### src/rtl/core/lgs_pkg.sv
// ----------------------------------------------------------------------------
// lgs_pkg
// Shared constants, widths and register codes of the LDA topic sampler.
// ----------------------------------------------------------------------------
`default_nettype none

package lgs_pkg;

   // default sizes of the count stores
   localparam int LGS_MAX_TOPICS = 32;
   localparam int LGS_MAX_VOCAB  = 1024;
   localparam int LGS_MAX_DOCS   = 256;
   localparam int LGS_COUNT_BITS = 16;

   // fixed datapath widths
   localparam int FRAC_W  = 16;   // Q.16 fraction bits
   localparam int TOT_W   = 24;   // topic total counts
   localparam int WGT_W   = 48;   // weights and cumulative sums, Q32.16
   localparam int DIV_W   = 41;   // divisor (nk << 16) + V*beta
   localparam int DIGIT_W = 8;    // multiplier digit per cycle
   localparam int RAND_W  = 32;

   // request / response field widths
   localparam int DOC_W   = 8;
   localparam int WORD_W  = 10;
   localparam int TOPIC_W = 5;

   // configuration port
   localparam int CSR_IDX_W  = 2;
   localparam int CSR_DATA_W = 24;
   localparam int NTOP_W     = 6;
   localparam int VSIZE_W    = 11;
   localparam int PRIOR_W    = 24;

   typedef enum logic [CSR_IDX_W-1:0] {
      CSR_NUM_TOPICS = 2'd0,
      CSR_VOCAB_SIZE = 2'd1,
      CSR_ALPHA      = 2'd2,
      CSR_BETA       = 2'd3
   } csr_idx_type;

   localparam logic [NTOP_W-1:0]  NTOP_RST  = 6'd32;
   localparam logic [VSIZE_W-1:0] VSIZE_RST = 11'd1024;
   localparam logic [PRIOR_W-1:0] ALPHA_RST = 24'd65536;
   localparam logic [PRIOR_W-1:0] BETA_RST  = 24'd655;

   // index width of a store of n entries, at least one bit
   function automatic int idx_w(int n);
      return (n > 1) ? $clog2(n) : 1;
   endfunction

endpackage

`default_nettype wire

### src/rtl/core/lgs_mul.sv
// ----------------------------------------------------------------------------
// lgs_mul
// Digit-serial unsigned multiplier, one 8-bit digit of b per cycle, MSB first.
// ----------------------------------------------------------------------------
`default_nettype none

module lgs_mul import lgs_pkg::*; #(
   parameter int A_W = 33,
   parameter int B_W = 33
) (
   input  wire logic               clock,
   input  wire logic               reset,
   input  wire logic               start,
   input  wire logic [A_W-1:0]     a,
   input  wire logic [B_W-1:0]     b,
   output logic                    done,
   output logic [A_W+B_W-1:0]      product
);

   localparam int ND    = (B_W + DIGIT_W - 1) / DIGIT_W;
   localparam int BP_W  = ND * DIGIT_W;
   localparam int ACC_W = A_W + BP_W;
   localparam int CNT_W = $clog2(ND + 1);

   logic [A_W-1:0]         a_ff, a_in;
   logic [BP_W-1:0]        b_ff, b_in;
   logic [ACC_W-1:0]       acc_ff, acc_in;
   logic [CNT_W-1:0]       cnt_ff, cnt_in;
   logic                   done_ff, done_in;
   logic [A_W+DIGIT_W-1:0] pp;

   // shift-accumulate one digit
   always_comb begin
      pp      = (A_W+DIGIT_W)'(a_ff) * (A_W+DIGIT_W)'(b_ff[BP_W-1 -: DIGIT_W]);
      a_in    = a_ff;
      b_in    = b_ff;
      acc_in  = acc_ff;
      cnt_in  = cnt_ff;
      done_in = 1'b0;
      if (start) begin
         a_in   = a;
         b_in   = BP_W'(b);
         acc_in = '0;
         cnt_in = CNT_W'(ND);
      end else if (cnt_ff != '0) begin
         acc_in  = (acc_ff << DIGIT_W) + ACC_W'(pp);
         b_in    = b_ff << DIGIT_W;
         cnt_in  = cnt_ff - 1'b1;
         done_in = (cnt_ff == CNT_W'(1));
      end
   end

   always_ff @(posedge clock) begin
      if (reset) begin
         cnt_ff  <= '0;
         done_ff <= 1'b0;
      end else begin
         cnt_ff  <= cnt_in;
         done_ff <= done_in;
      end
   end

   always_ff @(posedge clock) begin
      a_ff   <= a_in;
      b_ff   <= b_in;
      acc_ff <= acc_in;
   end

   assign done    = done_ff;
   assign product = acc_ff[A_W+B_W-1:0];

endmodule

`default_nettype wire

### config.mk
export PLATFORM = sky130hd
export DESIGN_NAME = lgs_mul
export DESIGN_NICKNAME = d
export VERILOG_FILES = /design/src/rtl/core/lgs_pkg.sv /design/src/rtl/core/lgs_mul.sv
export SDC_FILE = /design/constraint.sdc
export NUM_CORES = 1
export LEC_CHECK = 0
export BUFFER_PORTS_ARGS = -buffer_cell sky130_fd_sc_hd__buf_4
export CELL_PAD_IN_SITES_DETAIL_PLACEMENT = 0
export CELL_PAD_IN_SITES_GLOBAL_PLACEMENT = 2
export CORE_ASPECT_RATIO = 0.7
export CORE_MARGIN = 3
export CORE_UTILIZATION = 42
export CTS_CLUSTER_SIZE = 30
export DETAILED_ROUTE_END_ITERATION = 6
export GPL_TIMING_DRIVEN = 0
export PLACE_DENSITY = 0.89
export SLEW_MARGIN = 20
export SYNTH_ARGS = -nofsm -noshare
export SYNTH_HDL_FRONTEND = slang
export SYNTH_SLANG_ARGS = --single-unit
### constraint.sdc
create_clock -name clock -period 12.7 [get_ports clock]
set_input_delay 1.27 -clock clock [delete_from_list [all_inputs] [get_ports clock]]
set_output_delay 1.27 -clock clock [all_outputs]
set_load 0.01 [all_outputs]
After elaboration in Yosys (flattened, before gate mapping)
Index checks and enable logic that the tools add are counted.
- bits in registers: 143
- output and inout bits: 67
- memory bits (writable): 0
- memories: 0
- bits in latches: 0
- input bits: 69
- memory bits (read-only): 0
- logic and storage cells: 20
- bitwise operators: 1
- div/mod/pow operators: 0
- $mul: 1
- order comparisons: 0
- eq/ne operators: 1
- $add $sub $neg: 2
- mux-type cells: 4
- reduce and logical (&&, ||, !) cells: 4
- shift-type cells: 0
- operators by type and width (operator ; number):
    adder 66 x 41 -> 66 bit ; 1
    2-to-1 mux 33 bit ; 2
    multiplier 33 x 8 -> 41 bit ; 1
    2-to-1 mux 3 bit ; 2
    == test 3 x 1 -> 1 bit, second input constant ; 1
    nonzero test 3 bit ; 1
    OR reduction 3 bit ; 1
    subtractor 3 x 1 -> 3 bit, second input constant ; 1
    nonzero test 2 bit ; 1
    OR reduction 2 bit ; 1
    NOT 1 bit ; 1

Longest topological paths before layout
Gate-level depths: netlist (run 1).
- depth after elaboration: 3
- depth in mapped cells: 21
- depth with buffers taken out: 19

Least setup slack after synthesis (run 1)
Ideal clock, no wire load.
- path type: flip-flop to flip-flop
- from: reg b_ff[32]
- to: reg acc_ff[44]
- setup time: 0.086 ns
- arrival: 5.050 ns
- slack: 7.564 ns
- buffers on the path: 2
- stages on the path, launching flop included: 21
- cells stage by stage: edfxtp_1 > clkbuf_1 > nand2_1 > fa_1 > fa_1 > inv_1 > fa_1 > inv_1 > fa_1 > inv_1 > ha_1 > a21oi_2 > nor2_1 > a2111o_1 > o2111ai_1 > nor2b_1 > a211o_1 > buf_2 > a21boi_0 > xnor2_1 > a211oi_1
- cells in the longest elaborated chain, start to end: 2
- ends and longest elaborated chain (item ; RTL line ; source):
    from (decl) ; lgs_mul.sv:26 ; logic [BP_W-1:0] b_ff, b_in;
    from (signal assigned) ; lgs_mul.sv:65 ; b_ff <= b_in;
    multiplier 33 x 8 -> 41 bit ; lgs_mul.sv:34 ; pp = (A_W+DIGIT_W)'(a_ff) * (A_W+DIGIT_W)'(b_ff[BP_W-1 -: DIGIT_W]);
    adder 66 x 41 -> 66 bit ; lgs_mul.sv:46 ; acc_in = (acc_ff << DIGIT_W) + ACC_W'(pp);
    to (signal assigned) ; lgs_mul.sv:66 ; acc_ff <= acc_in;
    to (decl) ; lgs_mul.sv:27 ; logic [ACC_W-1:0] acc_ff, acc_in;
Every way passes these cells.
A chain may end at the register's enable or synchronous reset.

Worst setup path after layout (run 1)
- from: reg b_ff[39]
- to: reg acc_ff[44]
The elaborated chain is that of the path after synthesis.

==> flow_summary.yaml, run 1 <==
sta:
  period_share_pct: 52.7
  clock_skew_ns: 0.0177
  fin_tns_setup_ns: 0
  drv_slew: 0
  fmax_mhz: 150
  timing.final.ws_setup_ns: 6.01
  hold_viol: 0
  rsz0062_at_grt: "no"
  min_period_ns: 6.69
  worst_slew_pin_slew_ns: 1.12
  slew_headroom_pct: 25.5
  setup_violations: 0
place:
  dp_cells: 2187
  gp_congestion: 0.944
  place_hpwl_um: 35900
  io_buffers: 135
  dpl_worst_slack_ns: 6.16
critical_path:
  cp-start-kind: "flip-flop"
  crit_path_start: "b_ff[39]$_SDFFE_PP0N_"
  crit_arrival_ns: 7.00
  crit_end: "acc_ff[44]$_SDFFE_PP0N_"
  worstRegToRegCells: 19
  reg2reg_from: "b_ff[39]$_SDFFE_PP0N_"
  reg2reg_slack_ns: 6.01
  end_kind: "flip-flop"
  critical_path_required_ns: 13.01
  cp_max_fo: 10
  r2r_end: "acc_ff[44]$_SDFFE_PP0N_"
  critical_path_class: "flip-flop to flip-flop"
global_routing:
  grt_overflow_total: 0
  antenna_found_initial: 0
  grt_pass1_wl_um: 70400
  grt_max_degree: 35
  grt_pass1_vias: 12100
  grt_use_total_pct: 24.8
status:
  outcome: "finished, final reports clean"
drt:
  vias_per_cell: 5.25
  wirelength_um: 45100
  drc_errors: 0
  firstDrtPassIters: 5
  ant_nets: 0
  num_vias: 11700
  post_drt_wl_per_cell_um: 20.3
  drt_iter0_markers: 697
synth:
  synth-edff-count: 66
  synth.avg_cell_area_sq_um: 9.45
  synthFlopType: "dfxtp_1"
  netlist_area_sq_mm: 0.0149
  syn-num-nets: 1938
  ys_seq_area_share_pct: 23.6
  ys.warnings.count: 0
  synth_top_area_share_pct: 29.2
  netlist_instances: 1579
  yosysUniqueCellTypes: 68
  netlist.top_cell.by_area: "fa_1"
  synthTopCellsByArea: "fa_1 (29%), edfxtp_1 (13%), dfxtp_1 (10%)"
  synth_seq_cells: 143
  async_reset_ff_share_pct: 0
cells_and_area:
  fillers: 3332
  post-route-util_pct: 49.2
  final_cell_mix: "inv_1 (265), fa_1 (218), and2_1 (194)"
  drive_gt1_share_pct: 13.5
  area_growth_pct: 15.0
  final_cells: 2221
  final_common_cell: "inv_1"
  num-nets-final: 2093
clock_tree:
  path_clk_slew_ns: 0.07
  clock_sinks: 143
  cts_resized: 0
  cts.path.max_buffers: 2
  cts_setup_buffers: 0
  cts_buffers: 17
  cts_tree: "yes"
  insertion_delay_ns: 0.46
  cts_hold_buf: 0
  root_buffer: "clkbuf_16"
  h-tree-depth: 4
power:
  leakage_nw: 8.00
  pwr_density_cell_mw_per_mm2: 245
  peakVddDrop_mv: 0.128
  total_power_w: 0.00421
floorplanning:
  fp.dieW_um: 231
  num_rows: 57
  die-area_sq_mm: 0.0379
  die_height_um: 164
  ios: 136
  fp.coreArea_sq_mm: 0.0349
  start_util_pct: 42.8
worst_hold_path:
  hp-class: "flip-flop to flip-flop"
run:
  drv_cap: 0
[cell type report]
type / count / area, sq um / share of cell area [%]
clock buffer: 18 / 439 / 2.56
antenna: 2 / 5.00 / 0.0292
tap: 472 / 591 / 3.44
sequential: 143 / 3520 / 20.5
inverter: 266 / 998 / 5.82
multi-input combinational: 1098 / 10100 / 58.9
clock inverter: 14 / 163 / 0.948
timing repair buffer: 136 / 1030 / 6.03
buffer: 72 / 294 / 1.71
[power breakdown]
group	internal (W)	switching [W]
Clock	0.000287	0.000250
Sequential	0.000576	0.000113
Combinational	0.00114	0.00184
[cell usage after synthesis, types with 38 or more instances]
library cell / n
ha_1: 72
nand2_1: 192
clkbuf_1: 55
fa_1: 218
inv_1: 266
and2_1: 194
dfxtp_1: 77
nor2_1: 44
a21oi_1: 83
edfxtp_1: 66
xnor2_1: 38
[per-layer routing]
| metal | vias up | wire length (um) | global-route usage, % |
|---|---|---|---|
| met5 | - | 0 | 0 |
| li1 | 5322 | - | - |
| met2 | 430 | 18700 | 35.8 |
| met3 | 42 | 3860 | 7.40 |
| met1 | 5865 | 21800 | 36.7 |
| met4 | 0 | 732 | 5.26 |
[metrics by stage]
step           hold slack (ns)  instance area [sq um]
2_1_floorplan            0.470                  14900
3_3_place_gp             0.438                  16500
3_5_place_dp             0.446                  16500
4_1_cts                  0.456                  17100
5_1_grt                  0.480                  17100
6_report                 0.450                  17200
[worst min-delay path by stage]
stage,from,slack (ns),endpoint,cells after the start
floorplan,acc_ff[65]$_SDFFE_PP0N_,0.47,acc_ff[65]$_SDFFE_PP0N_,2
global placement,acc_ff[65]$_SDFFE_PP0N_,0.44,acc_ff[65]$_SDFFE_PP0N_,2
detailed placement,acc_ff[65]$_SDFFE_PP0N_,0.45,acc_ff[65]$_SDFFE_PP0N_,2
CTS,acc_ff[65]$_SDFFE_PP0N_,0.46,acc_ff[65]$_SDFFE_PP0N_,2
global route,acc_ff[65]$_SDFFE_PP0N_,0.48,acc_ff[65]$_SDFFE_PP0N_,2
finish,acc_ff[65]$_SDFFE_PP0N_,0.45,acc_ff[65]$_SDFFE_PP0N_,2
[registers in the layout, indices dropped and copies added (netlist names)]
signal / flops
a_ff: 33
acc_ff: 66
b_ff: 40
cnt_ff: 3
done: 1
[logic make-up (layout without fill, tap and decap cells)]
logic type | count (synthesis) | in the layout | synth area share [%]
other cells | 0 | 2 | 0
xor+xnor | 54 | 54 | 3.17
simple gates | 508 | 508 | 17.3
fa+ha+maj | 290 | 290 | 35.3
mux | 25 | 25 | 1.89
buf+inv | 338 | 506 | 8.66
compound gates | 221 | 221 | 10.1
flops | 143 | 143 | 23.6
[worst max-delay path, stage by stage (launching register included)]
cell,delay (ns)
dfxtp_1,0.61
clkbuf_1,0.69
and2_1,0.27
fa_1,0.44
fa_1,0.55
fa_1,0.55
inv_1,0.05
fa_1,0.53
inv_1,0.04
ha_1,0.39
a21oi_1,0.28
o21ai_1,0.09
a311oi_1,0.42
o221ai_1,0.21
nor2b_1,0.35
a211o_1,0.18
buf_2,0.25
a21boi_0,0.15
xnor2_1,0.34
a211oi_1,0.12
Note: power is estimated with default switching activity, not from simulation.
==> inputs of run 2 (changes only) <==
--- a/config.mk
+++ b/config.mk
@@ -10,11 +10,11 @@
 export CELL_PAD_IN_SITES_GLOBAL_PLACEMENT = 2
 export CORE_ASPECT_RATIO = 0.7
 export CORE_MARGIN = 3
-export CORE_UTILIZATION = 42
+export CORE_UTILIZATION = 35
 export CTS_CLUSTER_SIZE = 30
 export DETAILED_ROUTE_END_ITERATION = 6
 export GPL_TIMING_DRIVEN = 0
-export PLACE_DENSITY = 0.89
+export PLACE_DENSITY = 0.8
 export SLEW_MARGIN = 20
 export SYNTH_ARGS = -nofsm -noshare
 export SYNTH_HDL_FRONTEND = slang
==> constraint.sdc (replaced) <==
create_clock -name clock -period 6.1 [get_ports clock]
set_input_delay 0.61 -clock clock [delete_from_list [all_inputs] [get_ports clock]]
set_output_delay 0.61 -clock clock [all_outputs]
set_load 0.01 [all_outputs]
==> flow_summary.yaml, run 2 (synthesis results as in run 1) <==
status:
  outcome: "finished, final reports clean"
drt:
  ant_nets: 0
  num_vias: 11600
  post_drt_wl_per_cell_um: 20.5
  wirelength_um: 47200
  drt_iter0_markers: 762
  drc_errors: 0
  firstDrtPassIters: 7
  vias_per_cell: 5.05
clock_tree:
  cts_tree: "yes"
  root_buffer: "clkbuf_16"
  cts_hold_buf: 0
  clock_sinks: 143
  cts_buffers: 17
  cts.path.max_buffers: 2
  h-tree-depth: 4
  path_clk_slew_ns: 0.08
  insertion_delay_ns: 0.46
cells_and_area:
  final_common_cell: "inv_1"
  num-nets-final: 2106
  area_growth_pct: 17.8
  largest_reg_flops: 66
  drive_gt1_share_pct: 16.5
  top_register: "acc_ff"
  final_cells: 2304
  antennaDiodeCount: 0
  fillers: 4128
  reg.largest.list: "acc_ff: 66 flops, b_ff: 40 flops, a_ff: 33 flops"
  final_cell_mix: "inv_1 (265), fa_1 (218), and2_1 (194)"
global_routing:
  grt_max_degree: 35
  grt_pass1_vias: 12200
  grt_pass1_wl_um: 73400
  grt_use_total_pct: 21.7
  grt_overflow_total: 0
  antenna_found_initial: 3
sta:
  rsz0062_at_grt: "no"
  whs_ns: 0.324
  worst_slew_pin_slew_ns: 0.813
  hold_viol: 0
  clock_skew_ns: 0.0182
  fmax_mhz: 170
  drv_slew: 0
  min_period_ns: 5.90
  period_share_pct: 96.7
  slew_headroom_pct: 45.8
  setup_violations: 0
floorplanning:
  fp.dieW_um: 253
  ios: 136
  die_height_um: 179
  fp.coreArea_sq_mm: 0.0416
  num_rows: 62
  start_util_pct: 35.9
  die-area_sq_mm: 0.0452
critical_path:
  end_kind: "flip-flop"
  critical_path_required_ns: 6.48
  critical_path_class: "flip-flop to flip-flop"
  cp_max_fo: 10
  cp_slowest_cell: "fa_1"
  worstPathCellList: "clkbuf_4, nand2_1, fa_1, inv_1, fa_1, fa_1, inv_1, fa_1, inv_1, ha_1, o21ai_1, nand2_1, nand3_2, a2111oi_4, o2111ai_2, a31oi_4, buf_2, nand2_2, xor2_1, a211oi_2"
  path_buf_inv: 5
  path_delay_family: "adder cells"
  r2r_end: "acc_ff[53]$_SDFFE_PP0N_"
  cp-start-kind: "flip-flop"
  crit_arrival_ns: 6.28
  worstRegToRegCells: 20
  crit_path_start: "b_ff[33]$_SDFFE_PP0N_"
  max_stage_delay_ns: 0.57
  cpMostUsedCell: "fa_1"
  reg2reg_from: "b_ff[33]$_SDFFE_PP0N_"
  reg2reg_slack_ns: 0.20
power:
  leakage_nw: 8.18
  total_power_w: 0.00903
  peakVddDrop_mv: 0.293
  pwr_density_cell_mw_per_mm2: 514
worst_hold_path:
  holdCritStartpoint: "a[32]"
  min_to: "a_ff[32]$_DFFE_PP_"
  holdPathStages: 1
  hp-class: "input pin to flip-flop"
run:
  drv_cap: 0
place:
  gp_congestion: 0.904
  dp_cells: 2259
  io_buffers: 135
  place_hpwl_um: 37400
[run 2: metrics by stage]
stage	worst slack [ns]	instance area (sq um)	util (%)	TNS [ns]
after floorplan	0.964	14900	-	0
after global placement	-0.579	16600	40.0	-12.11
after detailed placement	-0.496	16600	40.0	-11.42
after CTS	0.00238	17300	41.7	0
after global routing	0.0101	17600	42.3	0
final	0.201	17600	42.3	0
[run 2: how the worst max path moves through the flow]
stage / endpoint / slack (ns) / depth (start not counted)
floorplan: acc_ff[44]$_SDFFE_PP0N_ / 0.96 / 20
detailed placement: acc_ff[44]$_SDFFE_PP0N_ / -0.50 / 19
CTS: acc_ff[65]$_SDFFE_PP0N_ / 0.002 / 20
global route: acc_ff[59]$_SDFFE_PP0N_ / 0.01 / 20
finish: acc_ff[53]$_SDFFE_PP0N_ / 0.20 / 20
global placement: acc_ff[29]$_SDFFE_PP0N_ / -0.58 / 19
[run 2: timing repair]
action / 4_1_cts / 5_1_grt
gates resized for setup: 38 / 73
endpoints found under the setup margin: 36 / 32
gates cloned: 0 / 2
buffers inserted: 1 / 9
pin swaps: 0 / 9
[run 2: layer usage]
layer	part of all wire, %	global-route usage, %	wire length [um]
met1	49	32.7	23300
met2	41	31.0	19400
met3	8.2	5.76	3890
met4	1.2	4.63	588
met5	0.072	0	34
[run 2: final cells by class]
class                      count  area, sq um  share of cell area, %
tap                          544          681                   3.87
multi-input combinational   1098        10200                   57.9
buffer                        72          420                   2.39
timing repair buffer         149         1140                   6.48
clock inverter                14          189                   1.08
sequential                   143         3530                   20.1
clock buffer                  18          429                   2.44
inverter                     266          998                   5.68
[run 2: where the power goes]
part	internal [W]	switching [W]
sequential	0.00120	0.000239
combinational	0.00251	0.00393
clock	0.000627	0.000522
[run 2: worst register-to-register path, delay by kind of cell (launching register included)]
kind	cells	cell delay [ns]
fa+ha+maj	5	2.48
compound gates	5	1.54
buf+inv	5	0.74
simple gates	4	0.47
flops	1	0.44
xor+xnor	1	0.15
==> inputs of run 3 (changes only) <==
--- a/config.mk
+++ b/config.mk
@@ -8,7 +8,7 @@
 export BUFFER_PORTS_ARGS = -buffer_cell sky130_fd_sc_hd__buf_4
 export CELL_PAD_IN_SITES_DETAIL_PLACEMENT = 0
 export CELL_PAD_IN_SITES_GLOBAL_PLACEMENT = 2
-export CORE_ASPECT_RATIO = 0.7
+export CORE_ASPECT_RATIO = 1.75
 export CORE_MARGIN = 3
 export CORE_UTILIZATION = 35
 export CTS_CLUSTER_SIZE = 30
==> flow_summary.yaml, run 3 (synthesis results as in run 1) <==
clock_tree:
  path_clk_slew_ns: 0.08
  clock_sinks: 143
  cts.path.max_buffers: 2
  cts_buffers: 17
  cts_tree: "yes"
  insertion_delay_ns: 0.45
  h-tree-depth: 4
  root_buffer: "clkbuf_16"
cells_and_area:
  area_growth_pct: 17.0
  final_cells: 2310
  largest_reg_flops: 66
  drive_gt1_share_pct: 16.2
  num-nets-final: 2101
  reg.largest.list: "acc_ff: 66 flops, b_ff: 40 flops, a_ff: 33 flops"
  top_register: "acc_ff"
  final_common_cell: "inv_1"
  antennaDiodeCount: 0
  final_cell_mix: "inv_1 (265), fa_1 (218), and2_1 (194)"
  post-route-util_pct: 41.7
power:
  leakage_nw: 8.14
  total_power_w: 0.00904
  peakVddDrop_mv: 0.236
  pwr_density_cell_mw_per_mm2: 517
floorplanning:
  die-area_sq_mm: 0.0452
  ios: 136
  start_util_pct: 35.6
  num_rows: 99
  die_height_um: 279
  fp.dieW_um: 162
  fp.coreArea_sq_mm: 0.0419
drt:
  post_drt_wl_per_cell_um: 20.9
  wirelength_um: 48200
  vias_per_cell: 4.95
  num_vias: 11400
  ant_nets: 0
  firstDrtPassIters: 4
  drc_errors: 0
  drt_iter0_markers: 500
global_routing:
  grt_pass1_vias: 12500
  grt_overflow_total: 0
  grt_use_total_pct: 21.9
  grt_pass1_wl_um: 74100
  grt_max_degree: 35
  antenna_found_initial: 0
worst_hold_path:
  holdCritStartpoint: "a[3]"
  holdPathStages: 1
  hp-class: "input pin to flip-flop"
  min_to: "a_ff[3]$_DFFE_PP_"
critical_path:
  critical_path_class: "flip-flop to flip-flop"
  crit_arrival_ns: 6.27
  r2r_end: "acc_ff[65]$_SDFFE_PP0N_"
  reg2reg_slack_ns: 0.16
  worstPathCellList: "buf_2, and2_1, fa_1, fa_1, fa_1, inv_1, fa_1, inv_1, ha_1, o21ai_0, nand2_1, nand3_2, a2111oi_4, o2111ai_2, a31oi_4, nor3b_2, xnor2_1, o21ai_1"
  worstRegToRegCells: 18
  end_kind: "flip-flop"
  cp-start-kind: "flip-flop"
  cp_max_fo: 10
  max_stage_delay_ns: 0.53
  critical_path_required_ns: 6.43
  reg2reg_from: "b_ff[36]$_SDFFE_PP0N_"
  cpMostUsedCell: "fa_1"
  cp_slowest_cell: "fa_1"
sta:
  period_share_pct: 97.4
  setup_violations: 0
  slew_headroom_pct: 31.0
  worst_slew_pin_slew_ns: 1.03
  min_period_ns: 5.94
  fmax_mhz: 168
  hold_viol: 0
  rsz0062_at_grt: "no"
  clock_skew_ns: 0.00987
  drv_slew: 0
place:
  gp_congestion: 0.887
  place_hpwl_um: 39200
  io_buffers: 135
  dp_cells: 2270
run:
  drv_cap: 0
status:
  outcome: "finished, final reports clean"
==> run 3: how the worst max path moves through the flow <==
stage               cells after the start  slack, ns             startpoint                 endpoint
floorplan                              20       0.96     b_ff[32]$_DFFE_PP_  acc_ff[44]$_SDFFE_PP0N_
global placement                       19      -0.66     b_ff[32]$_DFFE_PP_  acc_ff[29]$_SDFFE_PP0N_
detailed placement                     19      -0.63     b_ff[32]$_DFFE_PP_  acc_ff[29]$_SDFFE_PP0N_
CTS                                    19       0.02  b_ff[37]$_SDFFE_PP0N_  acc_ff[46]$_SDFFE_PP0N_
global route                           20      0.008  b_ff[34]$_SDFFE_PP0N_  acc_ff[61]$_SDFFE_PP0N_
finish                                 18       0.16  b_ff[36]$_SDFFE_PP0N_  acc_ff[65]$_SDFFE_PP0N_
==> run 3: stage by stage <==
step                      hold slack (ns)  setup slack, ns  instance area (sq um)  TNS (ns)
after floorplan                     0.470            0.964                  14900         0
after global placement              0.442           -0.661                  16600    -14.46
after detailed placement            0.446           -0.634                  16600    -14.46
after CTS                           0.312           0.0168                  17300         0
after global routing                0.315          0.00791                  17500         0
final                               0.332            0.160                  17500         0
==> run 3: timing repair <==
action,in CTS,in global routing
buffers inserted,3,6
endpoints found under the setup margin,37,26
hold buffers,0,0
pin swaps,1,2
resized for setup,41,46
endpoints found under the hold margin,0,0
==> run 3: metal layers <==
metal  share of wire [%]  global-route usage [%]  vias up
met5                   0                       0        -
met4                 5.6                    11.1        0
met3                 3.4                    2.89       99
met2                  55                    41.8      246
met1                  36                    23.3     5756
li1                    -                       -     5330
==> run 3: layout make-up <==
class,instances,area (sq um)
multi-input combinational,1098,10200
timing repair buffer,145,1100
clock inverter,15,166
clock buffer,17,425
inverter,266,998
sequential,143,3530
fill,4310,24400
tap,555,694
buffer,71,384
==> run 3: worst max-delay path, delay by kind of cell, from the launching register on <==
kind,cells,cell delay [ns]
buffers and inverters,3,0.41
xor gates and xnor gates,1,0.26
AOI/OAI and AO/OA,5,1.41
adders and majority gates,5,2.41
DFF,1,0.43
and+or+nand+nor,4,0.87
==> run 3: where the power goes <==
part	total (W)	internal (W)	switching (W)
registers	0.00142	0.00120	0.000219
logic	0.00654	0.00249	0.00405
clock network	0.00108	0.000550	0.000529
total	0.00904	0.00424	0.00480
