`config.mk`:
```
export PLATFORM = sky130hd
export DESIGN_NAME = lgs_div
export DESIGN_NICKNAME = d
export VERILOG_FILES = /design/src/rtl/core/lgs_pkg.sv /design/src/rtl/core/lgs_div.sv
export SDC_FILE = /design/constraint.sdc
export NUM_CORES = 1
export LEC_CHECK = 0
export BUFFER_PORTS_ARGS = -buffer_cell sky130_fd_sc_hd__buf_2
export CAP_MARGIN = 20
export CELL_PAD_IN_SITES_DETAIL_PLACEMENT = 1
export CELL_PAD_IN_SITES_GLOBAL_PLACEMENT = 1
export CORE_MARGIN = 4
export CORE_UTILIZATION = 40
export CTS_BUF_LIST = sky130_fd_sc_hd__clkbuf_4 sky130_fd_sc_hd__clkbuf_8 sky130_fd_sc_hd__clkbuf_16
export DETAILED_ROUTE_END_ITERATION = 7
export PLACE_DENSITY = 0.82
export SYNTH_ARGS = -nofsm -noshare
export SYNTH_HDL_FRONTEND = slang
export SYNTH_SLANG_ARGS = --single-unit
export TNS_END_PERCENT = 1
```
`constraint.sdc`:
```
create_clock -name clock -period 3.9 [get_ports clock]
set_input_delay 0.39 -clock clock [delete_from_list [all_inputs] [get_ports clock]]
set_output_delay 0.39 -clock clock [all_outputs]
set_load 0.03 [all_outputs]
```
`src/rtl/core/lgs_pkg.sv`:
```
// ----------------------------------------------------------------------------
// lgs_pkg
// Shared constants, widths and register codes of the LDA topic sampler.
// ----------------------------------------------------------------------------
`default_nettype none

package lgs_pkg;

   // default sizes of the count stores
   localparam int LGS_MAX_TOPICS = 32;
   localparam int LGS_MAX_VOCAB  = 1024;
   localparam int LGS_MAX_DOCS   = 256;
   localparam int LGS_COUNT_BITS = 16;

   // fixed datapath widths
   localparam int FRAC_W  = 16;   // Q.16 fraction bits
   localparam int TOT_W   = 24;   // topic total counts
   localparam int WGT_W   = 48;   // weights and cumulative sums, Q32.16
   localparam int DIV_W   = 41;   // divisor (nk << 16) + V*beta
   localparam int DIGIT_W = 8;    // multiplier digit per cycle
   localparam int RAND_W  = 32;

   // request / response field widths
   localparam int DOC_W   = 8;
   localparam int WORD_W  = 10;
   localparam int TOPIC_W = 5;

   // configuration port
   localparam int CSR_IDX_W  = 2;
   localparam int CSR_DATA_W = 24;
   localparam int NTOP_W     = 6;
   localparam int VSIZE_W    = 11;
   localparam int PRIOR_W    = 24;

   typedef enum logic [CSR_IDX_W-1:0] {
      CSR_NUM_TOPICS = 2'd0,
      CSR_VOCAB_SIZE = 2'd1,
      CSR_ALPHA      = 2'd2,
      CSR_BETA       = 2'd3
   } csr_idx_type;

   localparam logic [NTOP_W-1:0]  NTOP_RST  = 6'd32;
   localparam logic [VSIZE_W-1:0] VSIZE_RST = 11'd1024;
   localparam logic [PRIOR_W-1:0] ALPHA_RST = 24'd65536;
   localparam logic [PRIOR_W-1:0] BETA_RST  = 24'd655;

   // index width of a store of n entries, at least one bit
   function automatic int idx_w(int n);
      return (n > 1) ? $clog2(n) : 1;
   endfunction

endpackage

`default_nettype wire

```
`src/rtl/core/lgs_div.sv`:
```
// ----------------------------------------------------------------------------
// lgs_div
// Restoring divider, one quotient bit per cycle, with quotient overflow flag.
// ----------------------------------------------------------------------------
`default_nettype none

module lgs_div import lgs_pkg::*; #(
   parameter int N_W = 66,
   parameter int D_W = DIV_W,
   parameter int Q_W = WGT_W
) (
   input  wire logic           clock,
   input  wire logic           reset,
   input  wire logic           start,
   input  wire logic [N_W-1:0] dividend,
   input  wire logic [D_W-1:0] divisor,
   output logic                done,
   output logic [Q_W-1:0]      quotient,
   output logic [D_W-1:0]      remainder,
   output logic                overflow
);

   localparam int CNT_W = $clog2(N_W + 1);

   logic [N_W-1:0]   n_ff, n_in;
   logic [D_W-1:0]   d_ff, d_in;
   logic [D_W-1:0]   r_ff, r_in;
   logic [Q_W-1:0]   q_ff, q_in;
   logic             ovf_ff, ovf_in;
   logic [CNT_W-1:0] cnt_ff, cnt_in;
   logic             done_ff, done_in;
   logic [D_W:0]     trial;
   logic [D_W:0]     diff;
   logic             ge;

   // one trial subtraction per cycle
   always_comb begin
      trial   = {r_ff, n_ff[N_W-1]};
      diff    = trial - {1'b0, d_ff};
      ge      = (trial >= {1'b0, d_ff});
      n_in    = n_ff;
      d_in    = d_ff;
      r_in    = r_ff;
      q_in    = q_ff;
      ovf_in  = ovf_ff;
      cnt_in  = cnt_ff;
      done_in = 1'b0;
      if (start) begin
         n_in   = dividend;
         d_in   = divisor;
         r_in   = '0;
         q_in   = '0;
         ovf_in = 1'b0;
         cnt_in = CNT_W'(N_W);
      end else if (cnt_ff != '0) begin
         n_in    = n_ff << 1;
         r_in    = ge ? diff[D_W-1:0] : trial[D_W-1:0];
         q_in    = {q_ff[Q_W-2:0], ge};
         // a set bit at or above the quotient width sets the overflow flag
         ovf_in  = ovf_ff | (ge & (cnt_ff > CNT_W'(Q_W)));
         cnt_in  = cnt_ff - 1'b1;
         done_in = (cnt_ff == CNT_W'(1));
      end
   end

   always_ff @(posedge clock) begin
      if (reset) begin
         cnt_ff  <= '0;
         done_ff <= 1'b0;
      end else begin
         cnt_ff  <= cnt_in;
         done_ff <= done_in;
      end
   end

   always_ff @(posedge clock) begin
      n_ff   <= n_in;
      d_ff   <= d_in;
      r_ff   <= r_in;
      q_ff   <= q_in;
      ovf_ff <= ovf_in;
   end

   assign done      = done_ff;
   assign quotient  = q_ff;
   assign remainder = r_ff;
   assign overflow  = ovf_ff;

endmodule

`default_nettype wire

```
== Yosys cells after proc, flatten, opt, wreduce, memory -nomap -nowiden ==
Index checks and enable logic that the tools add are counted.

* Register bits: 205
* Input bits: 110
* Logic and storage cells: 25

* Bitwise operators: 3
* $lt $le $gt $ge: 2
* Add/subtract/negate cells: 2
* Muxes and demuxes: 5
* Reductions and logical operators: 4
* Equality and inequality tests: 1

{| class="wikitable"
|+ Operators with widths
! kind !! count
|-
| 2-to-1 mux 66 bit || 2
|-
| greater-or-equal comparator 42 x 41 -> 1 bit || 1
|-
| 2-to-1 mux 41 bit || 1
|-
| subtractor 41 bit || 1
|-
| 2-to-1 mux 7 bit || 2
|-
| == test 7 x 1 -> 1 bit, second input constant || 1
|-
| greater-than comparator 7 x 6 -> 1 bit, second input constant || 1
|-
| nonzero test 7 bit || 1
|-
| subtractor 7 x 1 -> 7 bit, second input constant || 1
|-
| OR reduction 3 bit || 1
|-
| nonzero test 2 bit || 1
|-
| OR reduction 2 bit || 1
|-
| bitwise AND 1 bit || 1
|-
| inverter 1 bit || 1
|-
| bitwise OR 1 bit || 1
|}

== Longest topological paths before layout ==
Gate-level depths: netlist of the first run.

* Depth after elaboration: 3
* Gate-level depth with buffers: 15

== Least setup slack after synthesis of the first run ==
Ideal clock, no wire load.

* Kind: reg-to-reg
* Start point: register cnt_ff[2]
* End point: register n_ff[0] (enable)
* Buffers on the path: 3
* Setup time: 0.701 ns
* Cell stages (with the launch flop): 8
* Slack: 0.552 ns
* Clock period less this slack: 3.348 ns
* Required time: 3.199 ns
* Data arrival time: 2.647 ns
* Path through: dfxtp_1 -> nor2_1 -> and3b_1 -> and2_1 -> clkbuf_1 -> clkbuf_1 -> clkbuf_1 -> nand2_1

* Cells in the longest elaborated chain, start to end: 2

{| class="wikitable"
|+ RTL lines
! what !! RTL line !! text
|-
| start: declaration || lgs_div.sv:30 || <nowiki>logic [CNT_W-1:0] cnt_ff, cnt_in;</nowiki>
|-
| start signal: assignment || lgs_div.sv:71 || <nowiki>cnt_ff <= cnt_in;</nowiki>
|-
| nonzero test 7 bit || lgs_div.sv:55 || <nowiki>end else if (cnt_ff != '0) begin</nowiki>
|-
| nonzero test 2 bit (no line) || -- ||
|-
| end signal: assignment || lgs_div.sv:77 || <nowiki>n_ff <= n_in;</nowiki>
|-
| end: declaration || lgs_div.sv:25 || <nowiki>logic [N_W-1:0] n_ff, n_in;</nowiki>
|}

No other way between the ends.
A chain may end at the register's enable or synchronous reset.

== Final worst setup path of the first run ==
* Start point: register n_ff[65]
* End point: register r_ff[24] (netlist: remainder[24])

* Cells in the longest elaborated chain, start to end: 2
* Elaborated cells on any way between the ends: 3
* Those cells by class: add/sub (1); order compare (1); mux (1)

{| class="wikitable"
|+ RTL lines
! what !! RTL line !! text
|-
| subtractor 41 bit / greater-or-equal comparator 42 x 41 -> 1 bit (equally long branches) || lgs_div.sv:39, lgs_div.sv:40 ||
|-
| 2-to-1 mux 41 bit * || lgs_div.sv:57 || <nowiki>r_in = ge ? diff[D_W-1:0] : trial[D_W-1:0];</nowiki>
|-
| end signal: assignment || lgs_div.sv:79 || <nowiki>r_ff <= r_in;</nowiki>
|-
| end: declaration || lgs_div.sv:27 || <nowiki>logic [D_W-1:0] r_ff, r_in;</nowiki>
|}

Mark *: on every way between the ends. The rest lies on a longest branch, timed or not.

==> summary.txt, run 1 <==
Status - completed
Sequential cell area - 0.00517 sq mm
Util after Layout - 49.0%
Die Span X - 170 um
Antenna-violating nets left - 0
Starting density of the core - 41.1%
Count of buffers from port buffering - 200
Die Ht - 170 um
Post-cts repair resize count - 0
Critical path type - flop to flop
Post-Syn Nets - 1202
Tightest Pin Transition - 989 ps
Iteration-0 DRC Markers - 455
Total GRT Usage - 19.8%
Yosys warns - 0
Combinational power share - 42.8%
CTS tree - done
Latest clock arrival within the worst-skew pair - 530 ps
Via-to-Cell Ratio - 5.33
CTS Sinks - 205
Final instance area - 0.0124 sq mm
Synth Flop Type - edfxtp_1
Seq/Total Area, Yosys - 49.6%
CTS hold repair buffers - 0
Crit path max fanout - 24
Net Sw Frac - 40.8%
Worst setup EP type - flop
Initial antenna violation count - 5
Final nets - 1369
Setup TNS - 0 ps
Final worst setup slack - 615 ps
Count of final setup violators - 0
CTS buffer count - 24
Commonest non-fill, non-tap cells in the layout - 199 x buf_2, 136 x nand2_1, 107 x edfxtp_1
Worst slew margin relative to its limit - 34.1%
Crit path largest cell delay - 410 ps
Final Cycle Share - 84.2%
Clock root cell - clkbuf_16
Worst EP arrival - 3650 ps
Synthesized area - 0.0104 sq mm
Synth cell types - 60
Worst Hold Class - input pin to flop
Final Power - 0.00923 W
Cell repeated most along the worst path - inv_1
Power Dens Cells - 742 mW/mm^2
Flop pwr share - 32.9%
First-pass GRT wire length - 46900 um
Pre-CTS setup slack - 635 ps
Cell Int Power - 0.00547 W
Static Leak - 5.40 nW
Mean area per synthesized cell - 9.97 sq um
Core area - 0.0254 sq mm
Die area - 0.0288 sq mm
Worst vdd ir - 0.000415 V
WL/cell - 18.7 um
Vias in the first global route - 8721
Pre-antenna DRT Iters - 4
DRC - 0
Largest net degree at the start of global routing - 187
Cell Chain, Critical Path - inv_1, ha_1, inv_1, fa_1, a21oi_1, o2bb2ai_1, o31ai_4, a2bb2oi_2, a31oi_4, a21oi_4, buf_4, nor2_1, a211oi_1, nor3_1
Fill cells - 2935
Multi-input gate area - 0.00476 sq mm
Clock transition at path regs - 70 ps
Most common cell after layout, fill and taps aside - buf_2
Post-DP Area - 0.0116 sq mm
Placer Congestion - 0.891
Boundary pin count - 201
Slowest CP cell - fa_1
Post-DP HPWL - 20600 um
Max-Cap Viols - 0
Syn Inst Count - 1047
Rows - 58
Slew Viols, Final - 0
Fin. Hold Viols - 0
Async SR Flop Fraction - 0%
# H-tree levels - 1
Worst EP required - 4270 ps
Fraction of layout cells with a size suffix above 1 - 27.4%
RSZ-0062 raised after global routing - no
Setup Buffers After CTS - 0
Clk buf depth - 3
Via count - 8339
Register bit total from synthesis - 205
FMAX - 0.304 GHz
CP Launch Type - flop
Tmin final - 3290 ps
Clock power frac - 24.3%
EDFF count, synth - 107
Net Sw Power - 0.00376 W
Grt ovf - 0
Area growth syn-to-layout - 19.1%
Worst Skew - 9.86 ps
Routed WL - 29200 um
==> per-layer routing <==
layer | up-vias | wire [um] | global-route usage (%)
met5 | - | 28 | 0
met4 | 6 | 556 | 4.24
met3 | 45 | 2250 | 6.01
met2 | 198 | 13800 | 33.4
met1 | 4001 | 12500 | 25.3
li1 | 4089 | - | -
==> Yosys cell counts, drive strengths merged, types with 6 or more instances <==
cell,number,share of area (%)
edfxtp,107,31
nand3,21,1.0
nand2,139,5.0
nand2b,7,0.42
a31oi,9,0.68
clkbuf,44,1.6
nand4,11,0.66
a211oi,28,2.0
mux2i,6,0.58
nor2,75,2.7
o211a,8,0.77
and3,14,0.84
inv,53,1.9
xor2,20,1.7
dfxtp,98,19
ha,44,5.3
a21oi,101,4.9
buf,24,1.5
o21ai,39,1.9
nor3,27,1.4
xnor2,19,1.6
a21o,23,1.7
o211ai,15,1.1
mux2,65,7.0
==> critical path, delay by kind of cell (launching register included) <==
kind | cells | cell delay [ps]
flops | 1 | 400
simple gates | 2 | 190
fa+ha+maj | 2 | 560
buf+inv | 3 | 400
compound gates | 7 | 1580
==> stage by stage <==
step	cells	hold WS (ps)
after CTS	1562	3.60
after global placement	1518	438
after global routing	1563	9.22
final	1565	34.8
after floorplan	1047	459
after detailed placement	1518	458
==> final cells by class <==
cell class | count | share of cell area, %
Inverter | 53 | 1.60
Sequential cell | 205 | 41.6
Clock inverter | 7 | 0.392
Multi-Input combinational cell | 721 | 38.3
Timing Repair Buffer | 209 | 8.74
Tap cell | 330 | 3.32
Antenna cell | 3 | 0.0603
Clock buffer | 37 | 6.00
==> state kept, by name, indices dropped and copies added, names as in the netlist <==
| register | cells |
|---|---|
| cnt_ff | 7 |
| d_ff | 41 |
| n_ff | 66 |
| remainder | 41 |
| done | 1 |
| quotient | 48 |
| overflow | 1 |
==> power by group through the flow <==
stage | clock network (W) | registers [W] | logic, W
3_5_place_dp | 0 | 0.00308 | 0.00394
5_1_grt | 0.00241 | 0.00309 | 0.00437
4_1_cts | 0.00232 | 0.00304 | 0.00397
2_1_floorplan | 0 | 0.00336 | 0.00266
3_3_place_gp | 0 | 0.00306 | 0.00382
6_report | 0.00224 | 0.00304 | 0.00395
==> path summary, 6_finish.rpt <==
check | from | endpoint | slack, ps | cells after the start
hold reg to reg | quotient[46] | quotient[46] | 460 | 2
setup / recovery | n_ff[65] | remainder[24] | 610 | 14
setup reg to reg | n_ff[65] | remainder[24] | 610 | 14
hold / removal | divisor[29] | d_ff[29] | 30 | 1
==> cell families (layout without fill, tap and decap cells) <==
family | Yosys count | in the layout | synth area share, %
xor gates and xnor gates | 39 | 39 | 3.27
muxes | 71 | 71 | 7.58
other | 0 | 3 | 0
DFF | 205 | 205 | 49.6
AOI/OAI and AO/OA | 256 | 256 | 16.0
adders and majority gates | 45 | 45 | 5.46
and+or+nand+nor | 310 | 310 | 13.1
buffers and inverters | 121 | 306 | 5.02
Note: power is estimated with default switching activity, not from simulation.
==> run 2: changes to the inputs <==
--- a/config.mk
+++ b/config.mk
@@ -5,15 +5,16 @@
 export SDC_FILE = /design/constraint.sdc
 export NUM_CORES = 1
 export LEC_CHECK = 0
+export ABC_AREA = 1
 export BUFFER_PORTS_ARGS = -buffer_cell sky130_fd_sc_hd__buf_2
 export CAP_MARGIN = 20
 export CELL_PAD_IN_SITES_DETAIL_PLACEMENT = 1
 export CELL_PAD_IN_SITES_GLOBAL_PLACEMENT = 1
 export CORE_MARGIN = 4
-export CORE_UTILIZATION = 40
+export CORE_UTILIZATION = 37
 export CTS_BUF_LIST = sky130_fd_sc_hd__clkbuf_4 sky130_fd_sc_hd__clkbuf_8 sky130_fd_sc_hd__clkbuf_16
 export DETAILED_ROUTE_END_ITERATION = 7
-export PLACE_DENSITY = 0.82
+export PLACE_DENSITY = 0.83
 export SYNTH_ARGS = -nofsm -noshare
 export SYNTH_HDL_FRONTEND = slang
 export SYNTH_SLANG_ARGS = --single-unit
==> constraint.sdc (replaced) <==
create_clock -name clock -period 2.9 [get_ports clock]
set_input_delay 0.29 -clock clock [delete_from_list [all_inputs] [get_ports clock]]
set_output_delay 0.29 -clock clock [all_outputs]
set_load 0.03 [all_outputs]
==> summary.txt, run 2 <==
Util after Layout - 46.4%
Syn Inst Count - 1495
Final Cycle Share - 89.6%
Count of buffers from port buffering - 200
Synth Area in Simple Gates - 30.2%
Die Span X - 182 um
Starting density of the core - 37.6%
Slew Viols, Final - 0
WL/cell - 16.5 um
Clock transition at path regs - 60 ps
# H-tree levels - 1
Via count - 10400
Rows - 63
Slowest CP cell - ha_1
CTS buffer count - 23
Hold depth - 3
Static Leak - 7.06 nW
Status - completed
Die Ht - 182 um
Clock power frac - 39.2%
Worst EP arrival - 3030 ps
Iteration-0 DRC Markers - 412
EDFF count, synth - 107
CP Launch Type - flop
Final nets - 1889
Count of final setup violators - 0
DRC - 0
Met1 wire length - 15300 um
Top area cells in the synthesized netlist - edfxtp_1 29%, nand2_1 19%, dfxtp_1 18%
Max reg flops - 66
Antenna-violating nets left - 0
Boundary pin count - 201
Worst EP required - 3330 ps
WL met2 - 16800 um
Seq/Total Area, Yosys - 46.4%
Worst setup EP type - flop
Cell repeated most along the worst path - nand2_1
RSZ-0062 raised after global routing - no
Uppermost layer routed - met4
Worst vdd ir - 0.000439 V
Most common cell after layout, fill and taps aside - nand2_1
Crit path max fanout - 26
Combinational power share - 15.9%
Synthesized area - 0.0112 sq mm
CTS tree - done
Pre-antenna DRT Iters - 5
Reg2Reg Depth - 14
Routed WL - 35200 um
Total GRT Usage - 20.7%
Commonest cells in the synthesized netlist - 575 x nand2_1, 244 x inv_1, 107 x edfxtp_1
Flop pwr share - 44.9%
Mean area per synthesized cell - 7.47 sq um
Fraction of layout cells with a size suffix above 1 - 16.2%
Critical path type - flop to flop
Largest net degree at the start of global routing - 129
CTS Sinks - 205
Worst Skew - 13.9 ps
Post-Syn Nets - 1650
Area growth syn-to-layout - 23.5%
Cell Int Power - 0.00557 W
Die area - 0.0330 sq mm
Fin. Hold Viols - 0
Most common cell in the netlist - nand2_1
Post-DP HPWL - 26700 um
Worst Hold Class - input pin to flop
Post-synthesis compound-gate area fraction - 6.05%
Antenna Cells - 0
Clock root cell - clkbuf_16
Initial antenna violation count - 0
Via-to-Cell Ratio - 4.87
Largest area contributor in the netlist - edfxtp_1
XOR/XNOR Fraction of Synth Area - 1.96%
Top-area cell type share of the netlist area - 28.8%
Synth Flop Type - edfxtp_1
Tightest Pin Transition - 891 ps
Core area - 0.0297 sq mm
Latest clock arrival within the worst-skew pair - 540 ps
Net Sw Frac - 27.8%
Synth Area in Adders - 5.11%
Clk buf depth - 3
Commonest non-fill, non-tap cells in the layout - 575 x nand2_1, 243 x inv_1, 199 x buf_2
Grt ovf - 0
Setup TNS - 0 ps
Vias in the first global route - 11100
Placer Congestion - 0.965
Main combinational cell family by area after synthesis - simple AND/OR/NAND/NOR gates
Yosys warns - 0
Net Sw Power - 0.00215 W
Post-synthesis mux area share - 0%
Power Dens Cells - 560 mW/mm^2
Fill cells - 3712
FMAX - 0.385 GHz
Top reg by flops - n_ff
Tmin final - 2600 ps
Routed length on met3 - 2130 um
Cell Chain, Critical Path - inv_1, ha_1, nand2_1, nor2_1, nand2_1, nor2_1, nand2_1, nand3_2, nand2_4, nand2_8, buf_12, nand3_1, nand3_1, nand2_1
Max-Cap Viols - 0
Crit path largest cell delay - 350 ps
First-pass GRT wire length - 56400 um
Async SR Flop Fraction - 0%
Synth cell types - 41
Register bit total from synthesis - 205
Worst slew margin relative to its limit - 40.6%
## run 2: worst paths after layout
kind	slack, ps	end	start
hold reg to reg	470	overflow	overflow
hold / removal	30	n_ff[30]	dividend[30]
setup reg to reg	300	remainder[26]	d_ff[10]
setup / recovery	300	remainder[26]	d_ff[10]
## run 2: logic make-up (layout without fill, tap and decap cells)
kind of cell,after synthesis,in the layout
AO/OA/AOI/OAI,118,118
XOR/XNOR,25,25
adder cells (fa/ha/maj),45,45
AND/OR/NAND/NOR,811,811
buffers and inverters,291,547
flip-flops,205,205
## run 2: stage by stage
step / hold WS [ps] / setup WS [ps] / cell area, sq um / cells / total power, W
global placement: 444 / 407 / 12600 / 2056 / 0.00466
detailed placement: 459 / 252 / 12600 / 2056 / 0.00471
global route: 24.6 / 46.3 / 13800 / 2141 / 0.00808
floorplan: 359 / 451 / 11200 / 1495 / 0.00431
finish: 28.3 / 302 / 13800 / 2141 / 0.00772
CTS: 6.25 / 233 / 13800 / 2141 / 0.00781
## run 2: power groups by stage
| stage | Combinational, W | Sequential [W] | Clock, W |
|---|---|---|---|
| floorplan | 0.000765 | 0.00354 | 0 |
| finish | 0.00122 | 0.00347 | 0.00302 |
| global placement | 0.00115 | 0.00352 | 0 |
| CTS | 0.00124 | 0.00347 | 0.00310 |
| detailed placement | 0.00118 | 0.00353 | 0 |
| global route | 0.00137 | 0.00350 | 0.00321 |
## run 2: per-layer routing
metal | GRT usage (%) | up-vias
met5 | 0 | -
met4 | 4.95 | 0
met3 | 4.65 | 50
met2 | 36.6 | 225
met1 | 25.7 | 4975
li1 | - | 5180
## run 2: timing repair
action                     4_1_cts  5_1_grt
gates resized for setup          0        1
hold endpoints to repair        44        0
hold buffers                    43        0
setup endpoints to repair        0        1
buffers inserted                 0        0
## run 2: critical path: cells and delay by family (launching register included)
family,cells,cell delay [ps]
and+or+nand+nor,11,1520
adders and majority gates,1,350
DFF,1,340
buffers and inverters,2,250
## run 2: area by class of cell
class                   instances  area [sq um]  area share [%]
well taps                     390           488            3.54
repair buffers                257          1560            11.3
clock inverters                10           113           0.817
clock buffers                  32           662            4.80
inverters                     248           933            6.77
multi-input cells             999          4850            35.2
flip-flops and latches        205          5170            37.5
==> run 3: changes to the inputs <==
--- a/config.mk
+++ b/config.mk
@@ -11,10 +11,12 @@
 export CELL_PAD_IN_SITES_DETAIL_PLACEMENT = 1
 export CELL_PAD_IN_SITES_GLOBAL_PLACEMENT = 1
 export CORE_MARGIN = 4
-export CORE_UTILIZATION = 37
-export CTS_BUF_LIST = sky130_fd_sc_hd__clkbuf_4 sky130_fd_sc_hd__clkbuf_8 sky130_fd_sc_hd__clkbuf_16
+export CORE_UTILIZATION = 38
+export CTS_BUF_LIST = sky130_fd_sc_hd__clkbuf_8
 export DETAILED_ROUTE_END_ITERATION = 7
-export PLACE_DENSITY = 0.83
+export MAX_ROUTING_LAYER = met4
+export PLACE_DENSITY = 0.85
+export SETUP_SLACK_MARGIN = 0.3
 export SYNTH_ARGS = -nofsm -noshare
 export SYNTH_HDL_FRONTEND = slang
 export SYNTH_SLANG_ARGS = --single-unit
==> summary.txt, run 3 (synthesized netlist as in run 2, its figures left out) <==
Top reg by flops - n_ff
Cell repeated most along the worst path - nand2_1
Count of buffers from port buffering - 200
Placer Congestion - 0.958
Crit path largest cell delay - 380 ps
Setup TNS - 0 ps
First-pass GRT wire length - 60100 um
Worst vdd ir - 0.000384 V
Reg2Reg Depth - 14
Die area - 0.0322 sq mm
RSZ-0062 raised after global routing - yes
R2r endpoint - remainder[35]
Max-Cap Viols - 0
Fill cells - 3651
Post-DP HPWL - 26900 um
Worst EP required - 3330 ps
Initial antenna violation count - 1
Status - completed
FMAX - 0.411 GHz
Starting density of the core - 38.7%
Boundary pin count - 201
Combinational power share - 17.1%
CP Launch Type - flop
Flop pwr share - 46.3%
Latest clock arrival within the worst-skew pair - 560 ps
Worst Hold Class - input pin to flop
Clock power frac - 36.6%
Clk buf depth - 3
DRC - 0
Power Dens Cells - 534 mW/mm^2
Tmin final - 2430 ps
Total GRT Usage - 23.4%
Iteration-0 DRC Markers - 464
# H-tree levels - 2
Fin. Hold Viols - 0
Fraction of layout cells with a size suffix above 1 - 16.9%
Grt ovf - 0
Via count - 10800
Final Cycle Share - 83.8%
Net Sw Power - 0.00222 W
Net Sw Frac - 29.5%
Antenna-violating nets left - 0
Fin Hold WS - 35.2 ps
CTS buffer count - 37
Clock transition at path regs - 60 ps
WL/cell - 17.2 um
Via-to-Cell Ratio - 4.91
Pre-antenna DRT Iters - 5
Max reg flops - 66
Hold depth - 3
Area growth syn-to-layout - 26.1%
Largest net degree at the start of global routing - 87
Reg2reg start - remainder[28]
Util after Layout - 48.8%
Slowest CP cell - ha_1
Min-Delay Endpoint - n_ff[17]
Routed WL - 37800 um
Worst EP arrival - 2860 ps
Rows - 62
Slew Viols, Final - 0
Worst slew margin relative to its limit - 57.7%
Cell Int Power - 0.00530 W
Most common cell after layout, fill and taps aside - nand2_1
Crit path max fanout - 17
CTS Sinks - 205
Vias in the first global route - 11500
R2R Setup Slk - 470 ps
Crit-path leading delay family - simple AND/OR/NAND/NOR gates
Core area - 0.0289 sq mm
Tightest Pin Transition - 634 ps
Worst Skew - 23.1 ps
Critical path type - flop to flop
Cell Chain, Critical Path - ha_1, a21oi_1, nand2_1, nand2_1, nand2_1, nand2_1, nand3_2, nor2_8, buf_4, nand3_1, nand2_1, inv_1, nand2_1, nand2_1
Hold Crit Start - dividend[17]
Die Ht - 179 um
Commonest non-fill, non-tap cells in the layout - 574 x nand2_1, 254 x inv_1, 199 x buf_2
Worst setup EP type - flop
CTS tree - done
Clock root cell - clkbuf_8
Static Leak - 7.23 nW
Die Span X - 179 um
Count of final setup violators - 0
Buf/Inv on CP - 2
Final nets - 1933
-- run 3: cell type report --
cell class | count | area [sq um] | share of cell area [%]
Tap cell | 384 | 480 | 3.41
Clock buffer | 44 | 606 | 4.30
Antenna cell | 1 | 2.50 | 0.0178
Clock inverter | 23 | 131 | 0.933
Inverter | 248 | 933 | 6.63
Timing Repair Buffer | 286 | 1860 | 13.2
Multi-Input combinational cell | 1000 | 4890 | 34.8
Sequential cell | 205 | 5170 | 36.8
-- run 3: how the worst max path moves through the flow --
| stage | from | to | slack, ps | cells after the start |
|---|---|---|---|---|
| final | remainder[28] | remainder[35] | 470 | 14 |
| after global routing | n_ff[65] | remainder[35] | 300 | 15 |
| after CTS | n_ff[65] | remainder[38] | 310 | 14 |
| after detailed placement | n_ff[65] | remainder[40] | 340 | 14 |
| after global placement | n_ff[65] | remainder[40] | 470 | 14 |
| after floorplan | cnt_ff[0] | n_ff[0] | 450 | 9 |
-- run 3: timing repair --
| item | CTS | global route |
|---|---|---|
| hold buffers | 68 | 0 |
| endpoints found under the setup margin | 0 | 41 |
| resized for setup | 0 | 14 |
| buffers inserted | 0 | 2 |
| hold endpoints to repair | 69 | 0 |
-- run 3: power by group through the flow --
stage,Sequential (W),Clock [W],Combinational [W]
floorplan,0.00354,0,0.000765
global placement,0.00352,0,0.00116
detailed placement,0.00353,0,0.00119
CTS,0.00348,0.00283,0.00127
global route,0.00351,0.00300,0.00144
finish,0.00348,0.00275,0.00129
-- run 3: layer usage --
layer	track usage [%]	vias to the layer above	part of all wire, %
li1	-	5281	-
met1	27.4	5071	41
met2	39.8	319	49
met3	5.25	79	6.1
met4	8.26	0	3.6
met5	-	-	0
-- run 3: through the flow --
stage                     instance area, sq um  std cells  worst slack (ps)  power (W)
after global placement                   12600       2052               473    0.00468
after CTS                                14000       2187               313    0.00758
after detailed placement                 12600       2052               338    0.00472
after floorplan                          11200       1495               451    0.00431
final                                    14100       2191               469    0.00752
after global routing                     14100       2191               302    0.00795
-- run 3: worst register-to-register path, cell delays in order (launching register included) --
cell     delay (ps)
dfxtp_1         340
ha_1            380
a21oi_1         290
nand2_1         120
nand2_1          80
nand2_1          80
nand2_1         100
nand3_2         130
nor2_8          190
buf_4           290
nand3_1         110
nand2_1          60
inv_1            30
nand2_1          50
nand2_1          60
